$ cat src/rtl/pprg_pkg.sv
// Shared constants, types and result codes for the priority preemptive resource grant block.
`default_nettype none

package pprg_pkg;

  localparam int MAX_SLOTS     = 16;
  localparam int NUM_RESOURCES = 32;

  localparam int ID_W     = 8;
  localparam int PRIO_W   = 8;
  localparam int RES_W    = 32;
  localparam int STATUS_W = 2;
  localparam int EVICT_W  = 16;
  localparam int GRANT_W  = 4;
  localparam int COUNT_W  = 5;

  localparam int SLOT_W = $clog2(MAX_SLOTS);
  localparam int CNT_W  = $clog2(MAX_SLOTS + 1);
  localparam int EXT_W  = (MAX_SLOTS > EVICT_W) ? MAX_SLOTS : EVICT_W;

  // Resource bits at or above NUM_RESOURCES are dropped from every request.
  localparam logic [RES_W-1:0] RES_LIMIT = (NUM_RESOURCES >= RES_W) ? {RES_W{1'b1}} :
      RES_W'((64'd1 << NUM_RESOURCES) - 64'd1);

  typedef enum logic [STATUS_W-1:0] {
    STATUS_ACTIVATED = 2'd0,
    STATUS_REJ_PRIO  = 2'd1,
    STATUS_REJ_FULL  = 2'd2
  } status_t;

  typedef enum logic [1:0] {
    ST_IDLE,
    ST_SCAN,
    ST_DRAIN,
    ST_DECIDE
  } state_t;

  typedef struct packed {
    logic [ID_W-1:0]   id;
    logic [PRIO_W-1:0] prio;
    logic [RES_W-1:0]  res;
  } slot_entry_t;

  typedef struct packed {
    logic              rd_en;
    logic [SLOT_W-1:0] rd_addr;
    logic              wr_en;
    logic [SLOT_W-1:0] wr_addr;
    slot_entry_t       wr_data;
  } mem_req_t;

  typedef struct packed {
    status_t             status;
    logic [EVICT_W-1:0]  evicted;
    logic [GRANT_W-1:0]  granted;
    logic [COUNT_W-1:0]  count;
  } result_t;

endpackage

`default_nettype wire

$ cat src/rtl/priority_preemptive_resource_grant.sv
// Top level of the priority preemptive resource grant block.
//
//  channel   signals                                         direction
//  request   in_valid, in_stall, comm_id, priority_req,      in (in_stall out)
//            resource_mask
//  result    out_valid, out_stall, status, evicted_slots,    out (out_stall in)
//            granted_slot, active_count
//
// A request is handled in steps: capture it, read the slot memory one entry a
// cycle through its single read port, let the last read land, then decide and
// write back.
// Reset (synchronous, active high) clears the slot valid bits and the active
// count; the slot memory itself is not cleared.
// The result sits in an output register, so a new request is taken while an
// earlier result waits; a stalled result holds the decision step, and only
// that step, until the register frees.
`default_nettype none

module priority_preemptive_resource_grant (
  input  logic                          clk,
  input  logic                          rst,
  input  logic                          in_valid,
  output logic                          in_stall,
  input  logic [pprg_pkg::ID_W-1:0]     comm_id,
  input  logic [pprg_pkg::PRIO_W-1:0]   priority_req,
  input  logic [pprg_pkg::RES_W-1:0]    resource_mask,
  output logic                          out_valid,
  input  logic                          out_stall,
  output logic [pprg_pkg::STATUS_W-1:0] status,
  output logic [pprg_pkg::EVICT_W-1:0]  evicted_slots,
  output logic [pprg_pkg::GRANT_W-1:0]  granted_slot,
  output logic [pprg_pkg::COUNT_W-1:0]  active_count
);
  import pprg_pkg::*;

  mem_req_t    mem_req;
  slot_entry_t rd_data;
  logic        res_valid;
  logic        res_ready;
  result_t     res;
  result_t     out_reg;

  // Slot entries: id, priority and resource mask for each slot.
  pprg_slot_mem u_mem (
    .clk     (clk),
    .req     (mem_req),
    .rd_data (rd_data)
  );

  // Sequencer owns the valid bits, the scan and the eviction decision.
  pprg_ctrl u_ctrl (
    .clk           (clk),
    .rst           (rst),
    .in_valid      (in_valid),
    .in_stall      (in_stall),
    .comm_id       (comm_id),
    .priority_req  (priority_req),
    .resource_mask (resource_mask),
    .mem_req       (mem_req),
    .rd_data       (rd_data),
    .res_valid     (res_valid),
    .res_ready     (res_ready),
    .res           (res)
  );

  // Output register free when empty or being drained this cycle.
  assign res_ready = !out_valid || !out_stall;

  always_ff @(posedge clk) begin
    if (rst) begin
      out_valid <= 1'b0;
    end else if (res_ready) begin
      out_valid <= res_valid;
    end
  end

  // Load the transaction payload only when it is accepted into the register.
  always_ff @(posedge clk) begin
    if (res_ready && res_valid) begin
      out_reg <= res;
    end
  end

  assign status        = out_reg.status;
  assign evicted_slots = out_reg.evicted;
  assign granted_slot  = out_reg.granted;
  assign active_count  = out_reg.count;

endmodule

`default_nettype wire

$ cat src/rtl/pprg_slot_mem.sv
// Slot table memory: one write port, one read port, registered read data.
`default_nettype none

module pprg_slot_mem (
  input  logic                clk,
  input  pprg_pkg::mem_req_t  req,
  output pprg_pkg::slot_entry_t rd_data
);
  import pprg_pkg::*;

  slot_entry_t mem [MAX_SLOTS];

  always_ff @(posedge clk) begin
    if (req.wr_en) begin
      mem[req.wr_addr] <= req.wr_data;
    end
    if (req.rd_en) begin
      rd_data <= mem[req.rd_addr];
    end
  end

endmodule

`default_nettype wire

$ cat src/rtl/pprg_ctrl.sv
// Scan sequencer: walks the slot table, gathers conflicts and commits the grant.
`default_nettype none

module pprg_ctrl (
  input  logic                         clk,
  input  logic                         rst,
  input  logic                         in_valid,
  output logic                         in_stall,
  input  logic [pprg_pkg::ID_W-1:0]    comm_id,
  input  logic [pprg_pkg::PRIO_W-1:0]  priority_req,
  input  logic [pprg_pkg::RES_W-1:0]   resource_mask,
  output pprg_pkg::mem_req_t           mem_req,
  input  pprg_pkg::slot_entry_t        rd_data,
  output logic                         res_valid,
  input  logic                         res_ready,
  output pprg_pkg::result_t            res
);
  import pprg_pkg::*;

  state_t state, state_next;

  logic [ID_W-1:0]      req_id;
  logic [PRIO_W-1:0]    req_prio;
  logic [RES_W-1:0]     req_mask;
  logic [SLOT_W-1:0]    idx;
  logic                 rd_pend;
  logic [SLOT_W-1:0]    rd_idx;
  logic [MAX_SLOTS-1:0] slot_valid;
  logic [MAX_SLOTS-1:0] slot_valid_next;
  logic [MAX_SLOTS-1:0] conflict;
  logic                 blocked;
  logic [CNT_W-1:0]     conf_cnt;
  logic [CNT_W-1:0]     count;

  logic                 accept;
  logic                 last_idx;
  logic                 hit;
  logic [MAX_SLOTS-1:0] free_vec;
  logic                 free_found;
  logic [SLOT_W-1:0]    free_idx;
  logic                 grant;
  logic                 commit;
  logic [EXT_W-1:0]     conflict_ext;

  assign accept   = (state == ST_IDLE) && in_valid;
  assign last_idx = (idx == SLOT_W'(MAX_SLOTS - 1));
  assign hit      = rd_pend && slot_valid[rd_idx] && ((rd_data.res & req_mask) != '0);

  // Lowest slot that is empty or would be freed by eviction.
  always_comb begin
    free_vec   = ~slot_valid | conflict;
    free_found = |free_vec;
    free_idx   = '0;
    for (int i = MAX_SLOTS - 1; i >= 0; i--) begin
      if (free_vec[i]) begin
        free_idx = SLOT_W'(i);
      end
    end
  end

  assign grant        = !blocked && free_found;
  assign commit       = (state == ST_DECIDE) && res_ready;
  assign conflict_ext = EXT_W'(conflict);

  // Drop the evicted slots, then mark the granted one.
  always_comb begin
    slot_valid_next           = slot_valid & ~conflict;
    slot_valid_next[free_idx] = 1'b1;
  end

  always_comb begin
    state_next = state;
    case (state)
      ST_IDLE:   if (in_valid) state_next = ST_SCAN;
      ST_SCAN:   if (last_idx) state_next = ST_DRAIN;
      ST_DRAIN:  state_next = ST_DECIDE;
      ST_DECIDE: if (res_ready) state_next = ST_IDLE;
      default:   state_next = ST_IDLE;
    endcase
  end

  always_comb begin
    in_stall          = (state != ST_IDLE);
    res_valid         = (state == ST_DECIDE);
    mem_req.rd_en     = (state == ST_SCAN);
    mem_req.rd_addr   = idx;
    mem_req.wr_en     = commit && grant;
    mem_req.wr_addr   = free_idx;
    mem_req.wr_data   = '{id: req_id, prio: req_prio, res: req_mask};
    res.status        = blocked ? STATUS_REJ_PRIO :
                        (!free_found ? STATUS_REJ_FULL : STATUS_ACTIVATED);
    res.evicted       = grant ? conflict_ext[EVICT_W-1:0] : '0;
    res.granted       = grant ? GRANT_W'(free_idx) : '0;
    res.count         = grant ? COUNT_W'(count - conf_cnt + CNT_W'(1)) : COUNT_W'(count);
  end

  always_ff @(posedge clk) begin
    if (rst) begin
      state      <= ST_IDLE;
      slot_valid <= '0;
      count      <= '0;
      rd_pend    <= 1'b0;
    end else begin
      state   <= state_next;
      rd_pend <= (state == ST_SCAN);
      if (commit && grant) begin
        slot_valid <= slot_valid_next;
        count      <= count - conf_cnt + CNT_W'(1);
      end
    end
  end

  always_ff @(posedge clk) begin
    rd_idx <= idx;
    if (accept) begin
      req_id   <= comm_id;
      req_prio <= priority_req;
      req_mask <= resource_mask & RES_LIMIT;
      idx      <= '0;
      conflict <= '0;
      blocked  <= 1'b0;
      conf_cnt <= '0;
    end else begin
      if (state == ST_SCAN && !last_idx) begin
        idx <= idx + SLOT_W'(1);
      end
      if (hit) begin
        conflict[rd_idx] <= 1'b1;
        conf_cnt         <= conf_cnt + CNT_W'(1);
        if (rd_data.prio < req_prio) begin
          blocked <= 1'b1;
        end
      end
    end
  end

endmodule

`default_nettype wire

$ cat config.mk
export PLATFORM = sky130hd
export DESIGN_NAME = priority_preemptive_resource_grant
export DESIGN_NICKNAME = d
export VERILOG_FILES = /design/src/rtl/pprg_pkg.sv /design/src/rtl/priority_preemptive_resource_grant.sv /design/src/rtl/pprg_slot_mem.sv /design/src/rtl/pprg_ctrl.sv
export SDC_FILE = /design/constraint.sdc
export NUM_CORES = 1
export LEC_CHECK = 0
export ABC_AREA = 1
export BUFFER_PORTS_ARGS = -buffer_cell sky130_fd_sc_hd__buf_2
export CORE_MARGIN = 2
export CORE_UTILIZATION = 55
export DETAILED_ROUTE_END_ITERATION = 8
export GPL_TIMING_DRIVEN = 0
export PLACE_DENSITY = 0.81
export RECOVER_POWER = 50
export SYNTH_ARGS = -nofsm -noshare
export SYNTH_HDL_FRONTEND = slang
export SYNTH_SLANG_ARGS = --single-unit
$ cat constraint.sdc
create_clock -name clk -period 7 [get_ports clk]
set_clock_uncertainty 0.15 [all_clocks]
set_input_delay 1.05 -clock clk [delete_from_list [all_inputs] [get_ports clk]]
set_output_delay 1.05 -clock clk [all_outputs]
set_load 0.03 [all_outputs]
Yosys cells after proc, flatten, opt, wreduce, memory -nomap -nowiden
Memories as Yosys holds them, arrays and structs flattened. A register that Yosys moved wholly into a read port is not among the register bits. Cells that the tools add are included.

Register bits: 130. Bits in writable memories: 768. Output and inout port bits: 29. Word-level logic and storage cells: 91. Memories kept: 1.

Memory list: u_mem.mem (depth 16, width 48, read ports 1, clocked after Yosys merged registers in 1, wr ports 1, line pprg_slot_mem.sv:11) `slot_entry_t mem [MAX_SLOTS];`.

Add/sub/neg operators: 4. $lt $le $gt $ge: 5. Equality and inequality tests: 7. Multiplexer cells: 30. Bitwise operators: 7. Reduce and logical (&&, ||, !) cells: 20.

Operator list (number): two-way mux 4 bit (16); OR 16 bit (3); bitwise AND 32 bit (1); inverter 16 bit (2); nonzero test 32 bit (1); bitwise AND 16 bit (1); OR reduction 16 bit (1); adder 5 x 1 -> 5 bit (second input constant) (2); less-than comparator 4 x 5 -> 1 bit (second input constant) (2); logical AND 1 bit (9); demux 1 bit (select 4 bit) (2); >= comparator 4 x 1 -> 1 bit (second input constant) (2); less-than comparator 8 bit (1); two-way mux 2 bit (4); one-hot mux 2 bit (4 select lines) (1); two-way mux 1 bit (5); two-way mux 5 bit (1); subtractor 5 bit (1); adder 4 x 1 -> 4 bit (second input constant) (1); binary-select mux 1 bit (select 4 bit) (1); == test 2 bit (second input constant) (2); == test 4 bit (second input constant) (1); zero test 1 bit (4); inequality test 2 x 1 -> 1 bit (second input constant) (2); 7 further kinds (7).

Longest topological paths before layout
Gate-level depths: netlist of the first run.

Depth in word-level cells: 23. Depth in mapped cells: 19. Depth with buffers taken out: 19.

Modules after synthesis
Synthesis of the first run repeated with hierarchy kept, for this count alone.

Cells, all modules: 3735. Area total of the unflattened synthesis: 40018.4 sq um.

By module, submodules not included: pprg_slot_mem (instances 1, cells each 3165, area each 34411.8 sq um); pprg_ctrl (instances 1, cells each 538, area each 4752.1 sq um); priority_preemptive_resource_grant (instances 1, cells each 32, area each 854.6 sq um).

Worst setup path before layout of the first run
Ideal clock, no wire load.

Path kind: in2reg. Start: input out_stall. End: memory u_mem.mem[0][0] (netlist name) (enable). Data arrival time: 5.571 ns. Required time: 6.363 ns. Slack: 0.791 ns. Stages on the path: 7. Buffers on the path: 0. Cells stage by stage: nand2_1 -> inv_1 -> nor2_1 -> nand2_4 -> inv_4 -> nand2_2 -> nor3_1.

Cells in the longest elaborated chain, start to end: 6.

RTL lines: start: declaration (line priority_preemptive_resource_grant.sv:28) `input logic out_stall,`; zero test 1 bit (line priority_preemptive_resource_grant.sv:67) `assign res_ready = !out_valid || !out_stall;`; logical OR 1 bit (line priority_preemptive_resource_grant.sv:67); logical AND 1 bit (line pprg_ctrl.sv:62) `assign commit = (state == ST_DECIDE) && res_ready;`; net u_ctrl.commit (line pprg_ctrl.sv:42) `logic commit;`; logical AND 1 bit (line pprg_ctrl.sv:87) `mem_req.wr_en = commit && grant;`; two-way mux 1 bit (line pprg_slot_mem.sv:14) `if (req.wr_en) begin`; two-way mux 1 bit (implied by the code) (line pprg_slot_mem.sv:15) `mem[req.wr_addr] <= req.wr_data;`; end: declaration (line pprg_slot_mem.sv:11).

The timed path passes the listed nets, and every way through them passes these cells.

Worst setup path after layout of the first run
Start: register u_ctrl.state[0]. End: register u_ctrl.req_mask[6] (enable).

Cells in the longest elaborated chain, start to end: 2.

RTL lines: start: declaration (line pprg_ctrl.sv:20) `state_t state, state_next;`; start signal: assignment (line pprg_ctrl.sv:104) `state <= state_next;`; zero test 2 bit (line pprg_ctrl.sv:45) `assign accept = (state == ST_IDLE) && in_valid;`; logical AND 1 bit (line pprg_ctrl.sv:45); net u_ctrl.accept (line pprg_ctrl.sv:35) `logic accept;`; end signal: assignment (line pprg_ctrl.sv:118) `req_mask <= resource_mask & RES_LIMIT;`; end: declaration (line pprg_ctrl.sv:24) `logic [RES_W-1:0] req_mask;`.

The timed path passes the listed nets, and every way through them passes these cells. A chain may end at the register's enable or synchronous reset.

==> results of run 1 <==
-- cell families after synthesis --
kind of cell / count (synthesis) / share of synthesized area, %
AOI/OAI and AO/OA: 596 / 11.09
xor gates and xnor gates: 7 / 0.1978
adders and majority gates: 22 / 0.9125
buffers and inverters: 236 / 3.044
DFF: 802 / 75.94
and+or+nand+nor: 663 / 8.814
-- area by class of cell --
cell class	count	area, µm²
repair buffers	93	705.7
flip-flops and latches	802	23530
inverters	99	375.4
multi-input cells	1288	6499
clock inverters	39	371.6
fillers	3938	20960
clock buffers	102	2105
well taps	756	945.9
plain buffers	137	561.8
-- worst paths after layout --
path | from | end | slack, ns | cells after the start
worst min-delay path | u_ctrl.idx[2] | u_ctrl.rd_idx[2] | 0.22 | 0
worst max register to register | u_ctrl.state[0] | u_ctrl.req_mask[6] | 3.00 | 5
worst max-delay path | u_ctrl.state[0] | u_ctrl.req_mask[6] | 3.00 | 5
worst min register to register | u_ctrl.idx[2] | u_ctrl.rd_idx[2] | 0.22 | 0
-- routing by layer --
metal	global-route usage [%]	vias to the layer above	wire length [µm]
met5	0	-	0
met4	15.86	0	5009
met3	5.857	338	8494
met2	45.86	1515	38470
met1	35.33	10010	28860
li1	-	8966	-
-- stage by stage --
stage | hold WS, ns | area [µm²]
finish | 0.2183 | 35100
detailed placement | 0.2125 | 32690
CTS | 0.2210 | 35170
floorplan | 0.1790 | 30990
global placement | 0.1920 | 32300
global route | 0.2309 | 35100
-- state kept, by name (all words and copies together) (netlist names) --
register / cells
u_mem.mem: 640
u_mem.rd_data: 40
u_ctrl.req_mask: 32
evicted_slots: 16
u_ctrl.conflict: 16
u_ctrl.slot_valid: 16
u_ctrl.req_prio: 8
active_count: 5
u_ctrl.conf_cnt: 5
u_ctrl.count: 5
granted_slot: 4
u_ctrl.idx: 4
u_ctrl.rd_idx: 4
status: 2
u_ctrl.state: 2
out_valid: 1
u_ctrl.blocked: 1
u_ctrl.rd_pend: 1
-- layout by cell type, fill, tap and decap left out, types with 3 or more instances in the layout --
master        n
a21oi_1      50
a22oi_1       4
buf_12       15
buf_2        86
buf_6         6
bufinv_16     5
clkbuf_1    139
clkbuf_16    80
clkinv_1     14
clkinv_2     11
clkinv_8      3
clkinvlp_4    3
dfxtp_1      55
edfxtp_1    747
ha_1         21
inv_1        74
inv_2        22
inv_6         3
nand2_1     161
nand2_2       9
nand3_1      94
nand4_1      17
nor2_1      368
nor2_2        6
nor3_1        3
o211ai_1     17
o21ai_0     353
o221ai_1     70
o22ai_1      95
xnor2_1       4
xor2_1        3
-- power groups by stage --
stage               Sequential (mW)  Clock [mW]  Combinational (mW)
finish                         6.10        4.11                3.06
global route                   6.14        4.32                3.28
CTS                            6.08        4.13                2.99
detailed placement             6.18           0                2.95
global placement               6.18           0                2.80
floorplan                      6.09           0                1.78
-- synthesized netlist by cell type, types with 3 or more instances --
cell,number,share of area [%]
o21ai_0,352,5.7
dfxtp_1,55,3.6
inv_2,7,0.085
inv_1,89,1.1
nand2_2,9,0.18
nor2_2,6,0.12
nand3_1,94,1.5
a22oi_1,4,0.097
o22ai_1,95,1.9
nor2_1,368,4.5
nor3_1,3,0.048
xor2_1,3,0.085
o211ai_1,17,0.41
clkbuf_1,109,1.3
o221ai_1,70,2.0
buf_2,21,0.34
ha_1,21,0.85
edfxtp_1,747,72
nand2_4,3,0.11
a21oi_1,50,0.81
xnor2_1,4,0.11
nand4_1,17,0.34
buf_4,3,0.073
nand2_1,159,1.9
==> impl_metrics.csv, run 1 <==
group,metric,value,unit
clock_tree,clock-sinks,802,
die,die_w,241.4,µm
route,vias_per_cell,6.283,
sta,fin_ws,3.000,ns
synthesis,synth_area,30990,µm²
placement,hpwl,51.36,mm
route,detail_route.first_pass.iterations,6,
setup_path,start_kind,"register",
setup_path,end_kind,"register",
hold_path,hold_path.class,"register to register",
placement,gp_congestion,0.8927,
sta,worst_slew_pin_slew,3.356,ns
power,finalPower,13.28,mW
synthesis,synth-async-reset-ratio,0,%
clock_tree,cts_hold_repair.buffers,0,
run_status,violations,"max-capacitance violations, max-slew violations",
power,power.net_switching,4.364,mW
synthesis,synth-seq-area-share,75.94,%
sta,fin_crit,4.000,ns
die,start_util,55.28,%
power,internal_power,8.915,mW
synthesis,netlist-cell-type-count,38,
clock_tree,htree_levels,3,
synthesis,synth.ff_latch_count,802,
clock_tree,cts_buffers,80,
placement,placement.io_buffers,72,
clock_tree,cts-root-buf,"clkbuf_16",
route,final_antenna_net_count,0,
die,die_h,241.4,µm
sta,max_freq,250.0,MHz
power,power.sequential.fraction,46.0,%
die,fp.coreArea,56060,µm²
power,clockPowerShare,31.0,%
clock_tree,clock_transition_at_the_register_clock_pins_on_the_worst_setup_and_hold_paths_after_cts,0.06,ns
final_layout,syn_to_final_growth,13.25,%
final_layout,drive_above_1_share,10.20,%
placement,preCtsSetupSlack,3.319,ns
clock_tree,post_cts.resized_instances,0,
sta,fin_crit_sh,57.15,%
power,power.ir.vdd_worst,0.2501,mV
sta,rsz_0062_raised_after_global_routing,"false",
synthesis,ys.warnings.count,0,
clock_tree,cts_tree,"yes",
die,io_pins,81,
final_layout,post_layout_nonfiller_instances,3316,
synthesis,synth_area_per_cell,13.32,µm²
final_layout,antenna_cells_inserted,0,
job,max_cap_viol_count,2,
clock_tree,clock_insertion_delay_worst_skew,0.64,ns
sta,setup_tns,0,ns
die,die_area,58260,µm²
setup_path,worstPathCellList,"inv_1 > ha_1 > nand2_1 > inv_1 > clkbuf_1",
route,totalWireLength,80.83,mm
global_route,antenna_violations_before_repair,0,
final_layout,utilization,62.60,%
power,switching_share,32.86,%
global_route,wire_length_of_the_first_global_routing_pass,120.8,mm
placement,placed_cells,3175,
setup_path,path_max_fanout,49,
setup_path,critical_path.most_common_cell,"inv_1",
sta,timing.max_slew.rel_slack,-123.7,%
clock_tree,cts.repair_timing.setup_buffer_count,0,
sta,slew_violations,83,
synthesis,synth.net_count,2400,
global_route,grt_pass1_vias,20740,
synthesis,syn-instance-count,2326,
setup_path,crit_family,"buffers and inverters",
synthesis,synth_enable_flop_cells,747,
setup_path,critPathMaxStageDelay,2.37,ns
setup_path,slowest_cell_on_the_critical_path,"clkbuf_1",
sta,finalHoldViolCount,0,
global_route,grt.overflow.total,0,
setup_path,worst_ep_arrival_time,4.00,ns
power,powerDensity,378.3,nW/µm²
power,power.leakage,11.59,nW
sta,finalSetupViolations,0,
synthesis,synth_top_flop_cell,"edfxtp_1",
global_route,track_usage,28.11,%
global_route,grt_start_max_net_pins,50,
route,drt_drc,0,
power,combPwrFrac,23.1,%
setup_path,cp.required,7.00,ns
route,routed_wire_length_per_instance,24.38,µm
route,detail_route.iter0.violations,3082,
setup_path,worst-setup-path-type,"register to register",
final_layout,nNetsFinal,2575,
setup_path,critical_path.n_buffers_inverters,3,
run_status,run_status,"complete, but fails checks",
die,rows,87,
clock_tree,bufs_on_longest_clock_path,3,
route,detailroute.via_count,20830,
No activity file was read; power rests on OpenSTA's default activity.
==> inputs of run 2 (changes only) <==
==> constraint.sdc (replaced) <==
create_clock -name clk -period 3.75 [get_ports clk]
set_clock_uncertainty 0.15 [all_clocks]
set_input_delay 0.5625 -clock clk [delete_from_list [all_inputs] [get_ports clk]]
set_output_delay 0.5625 -clock clk [all_outputs]
set_load 0.03 [all_outputs]
==> run 2 against run 1 <==
Effect of this change:
- the run ends with max-capacitance violations left
- hold slack lost 0.12 ns
- first-iteration DRC count grew 10%
- critical endpoint is now u_mem.mem[2][30]
- register-to-register slack lost 2.6 ns
- largest cell class unchanged
- total power grew 90%
==> impl_metrics.csv, run 2 (synthesized netlist as in run 1, its figures left out) <==
group,metric,value,unit
run_status,run_status,"complete, but fails checks",
run_status,violations,"max-capacitance violations",
final_layout,utilization,63.63,%
hold_path,min_path_cells,3,
clock_tree,cts-root-buf,"clkbuf_16",
sta,fin_crit_sh,89.58,%
setup_path,worst_r2r_path_depth,16,
placement,gp_congestion,0.8756,
route,drt_drc,0,
final_layout,nNetsFinal,2613,
placement,placed_cells,3172,
job,max_cap_viol_count,1,
final_layout,largest_register_ffs,640,
setup_path,start_kind,"register",
clock_tree,cts_buffers,81,
power,switching_share,32.72,%
sta,timing.max_slew.rel_slack,0.1119,%
route,detail_route.iter0.violations,3390,
clock_tree,clock-sinks,802,
global_route,grt_start_max_net_pins,50,
route,routed_wire_length_per_instance,24.69,µm
final_layout,drive_above_1_share,9.474,%
clock_tree,cts_tree,"yes",
clock_tree,clock_transition_at_the_register_clock_pins_on_the_worst_setup_and_hold_paths_after_cts,0.06,ns
sta,fin_ws,0.3907,ns
die,io_pins,81,
setup_path,critical_path.most_common_cell,"nand2_1",
global_route,track_usage,28.71,%
hold_path,worst_hold_startpoint,"out_stall",
route,totalWireLength,83.03,mm
route,vias_per_cell,6.327,
route,final_antenna_net_count,0,
placement,placement.io_buffers,72,
setup_path,critical_path.n_buffers_inverters,6,
setup_path,critPathMaxStageDelay,0.37,ns
final_layout,post_layout_nonfiller_instances,3363,
final_layout,largest_register,"u_mem.mem",
hold_path,min_delay_worst_endpoint,"out_valid",
power,finalPower,25.26,mW
final_layout,fill_cells,3891,
setup_path,worst_r2r_startpoint,"u_ctrl.slot_valid[8]",
clock_tree,post_cts.resized_instances,0,
sta,setup_tns,0,ns
global_route,wire_length_of_the_first_global_routing_pass,123.4,mm
power,clockPowerShare,31.9,%
power,power.net_switching,8.266,mW
placement,preCtsSetupSlack,-0.1769,ns
power,combPwrFrac,23.0,%
die,start_util,55.28,%
global_route,antenna_violations_before_repair,0,
final_layout,syn_to_final_growth,15.11,%
power,internal_power,17.00,mW
power,power.ir.vdd_worst,0.4337,mV
clock_tree,clock_insertion_delay_worst_skew,0.64,ns
route,detail_route.first_pass.iterations,6,
clock_tree,htree_levels,3,
hold_path,hold_path.class,"input port to register",
setup_path,cp.required,3.96,ns
global_route,grt.overflow.total,0,
global_route,grt_pass1_vias,21000,
sta,fin_crit,3.359,ns
power,power.leakage,11.79,nW
die,die_w,241.4,µm
setup_path,end_kind,"register",
final_layout,antenna_cells_inserted,0,
setup_path,slowest_cell_on_the_critical_path,"clkinvlp_2",
setup_path,worst-r2r-setup-slack,0.39,ns
sta,slew_violations,0,
sta,finalHoldViolCount,0,
route,detailroute.via_count,21280,
final_layout,layout.cells.most_common,"edfxtp_1",
final_layout,reg_top3,"u_mem.mem x640, u_mem.rd_data x40, u_ctrl.req_mask x32",
setup_path,worst_ep_arrival_time,3.57,ns
sta,finalSetupViolations,0,
sta,max_freq,297.7,MHz
setup_path,path_max_fanout,21,
setup_path,worstPathCellList,"inv_1 > nor2_1 > nand2_1 > inv_1 > nand2_1 > nor3_1 > nand2_2 > nand2_1 > clkinvlp_2 > nand2_4 > inv_4 > nand2_2 > nor2_1 > nand3_1 > inv_2 > buf_12",
clock_tree,bufs_on_longest_clock_path,3,
final_layout,most-common-layout-cells,"747 x edfxtp_1, 367 x nor2_1, 352 x o21ai_0",
setup_path,critical_path.reg2reg.endpoint,"u_mem.mem[2][30]",
die,die_area,58260,µm²
setup_path,crit_family,"simple AND/OR/NAND/NOR gates",
power,powerDensity,708.2,nW/µm²
power,power.sequential.fraction,45.1,%
sta,worst_slew_pin_slew,1.498,ns
sta,rsz_0062_raised_after_global_routing,"false",
die,rows,87,
setup_path,worst-setup-path-type,"register to register",
die,fp.coreArea,56060,µm²
placement,hpwl,51.66,mm
die,die_h,241.4,µm
[run 2: cell count changes in the layout (fill, tap and decap cells not counted), moves of 3 or more]
cell,before,now
clkinv_2,11,16
clkbuf_1,139,163
inv_6,3,0
buf_6,6,2
clkbuf_8,2,7
clkinvlp_4,3,0
dlygate4sd3_1,0,40
buf_2,86,61
[run 2: through the flow]
stage | area, µm² | hold WS, ns
3_5_place_dp | 32700 | 0.1900
5_1_grt | 35670 | 0.1088
3_3_place_gp | 32310 | 0.1918
6_report | 35670 | 0.09515
2_1_floorplan | 31000 | 0.1790
4_1_cts | 35740 | 0.01030
[run 2: repair_timing]
action,4_1_cts,5_1_grt
hold buffers,39,1
setup buffers,0,0
endpoints found under the hold margin,39,1
setup endpoints to repair,0,0
[run 2: how the worst max path moves through the flow]
stage	start	endpoint	slack [ns]	cells after the start
2_1_floorplan	out_stall	u_mem.mem[3][0]	0.31	9
3_3_place_gp	out_stall	u_mem.mem[0][11]	-1.09	8
3_5_place_dp	out_stall	u_mem.mem[2][7]	-0.18	11
4_1_cts	u_ctrl.state[1]	u_mem.mem[2][0]	0.002	10
5_1_grt	u_ctrl.slot_valid[8]	u_mem.mem[2][0]	0.13	16
6_report	u_ctrl.slot_valid[8]	u_mem.mem[2][30]	0.39	16
[run 2: final cells by class]
type,instances,area (µm²),area share (%)
Buffer,137,569.3,1.596
Multi-Input combinational cell,1288,6520,18.28
Tap cell,756,945.9,2.652
Timing Repair Buffer,130,1081,3.031
Clock buffer,111,2231,6.254
Sequential cell,802,23530,65.97
Clock inverter,40,416.7,1.168
Inverter,99,375.4,1.052
[run 2: worst reg2reg max path: cells and delay by family, from the launching register on]
| kind | cells | cell delay, ns |
|---|---|---|
| simple gates | 10 | 1.46 |
| flops | 1 | 0.34 |
| buf+inv | 6 | 1.13 |
[run 2: power by group through the flow]
stage / clock network, mW / logic, mW / registers [mW]
after global routing: 8.42 / 6.20 / 11.5
after detailed placement: 0 / 5.57 / 11.5
after CTS: 8.07 / 5.69 / 11.4
final: 8.06 / 5.81 / 11.4
after floorplan: 0 / 3.32 / 11.4
after global placement: 0 / 5.25 / 11.5
[run 2: per-layer routing]
layer  vias up  global-route usage, %  part of all wire [%]
met1     10210                  35.99                    34
met4         0                  16.61                   5.8
li1       9048                      -                     -
met5         -                      0                     0
met2      1686                  46.80                    48
met3       337                  5.857                    12
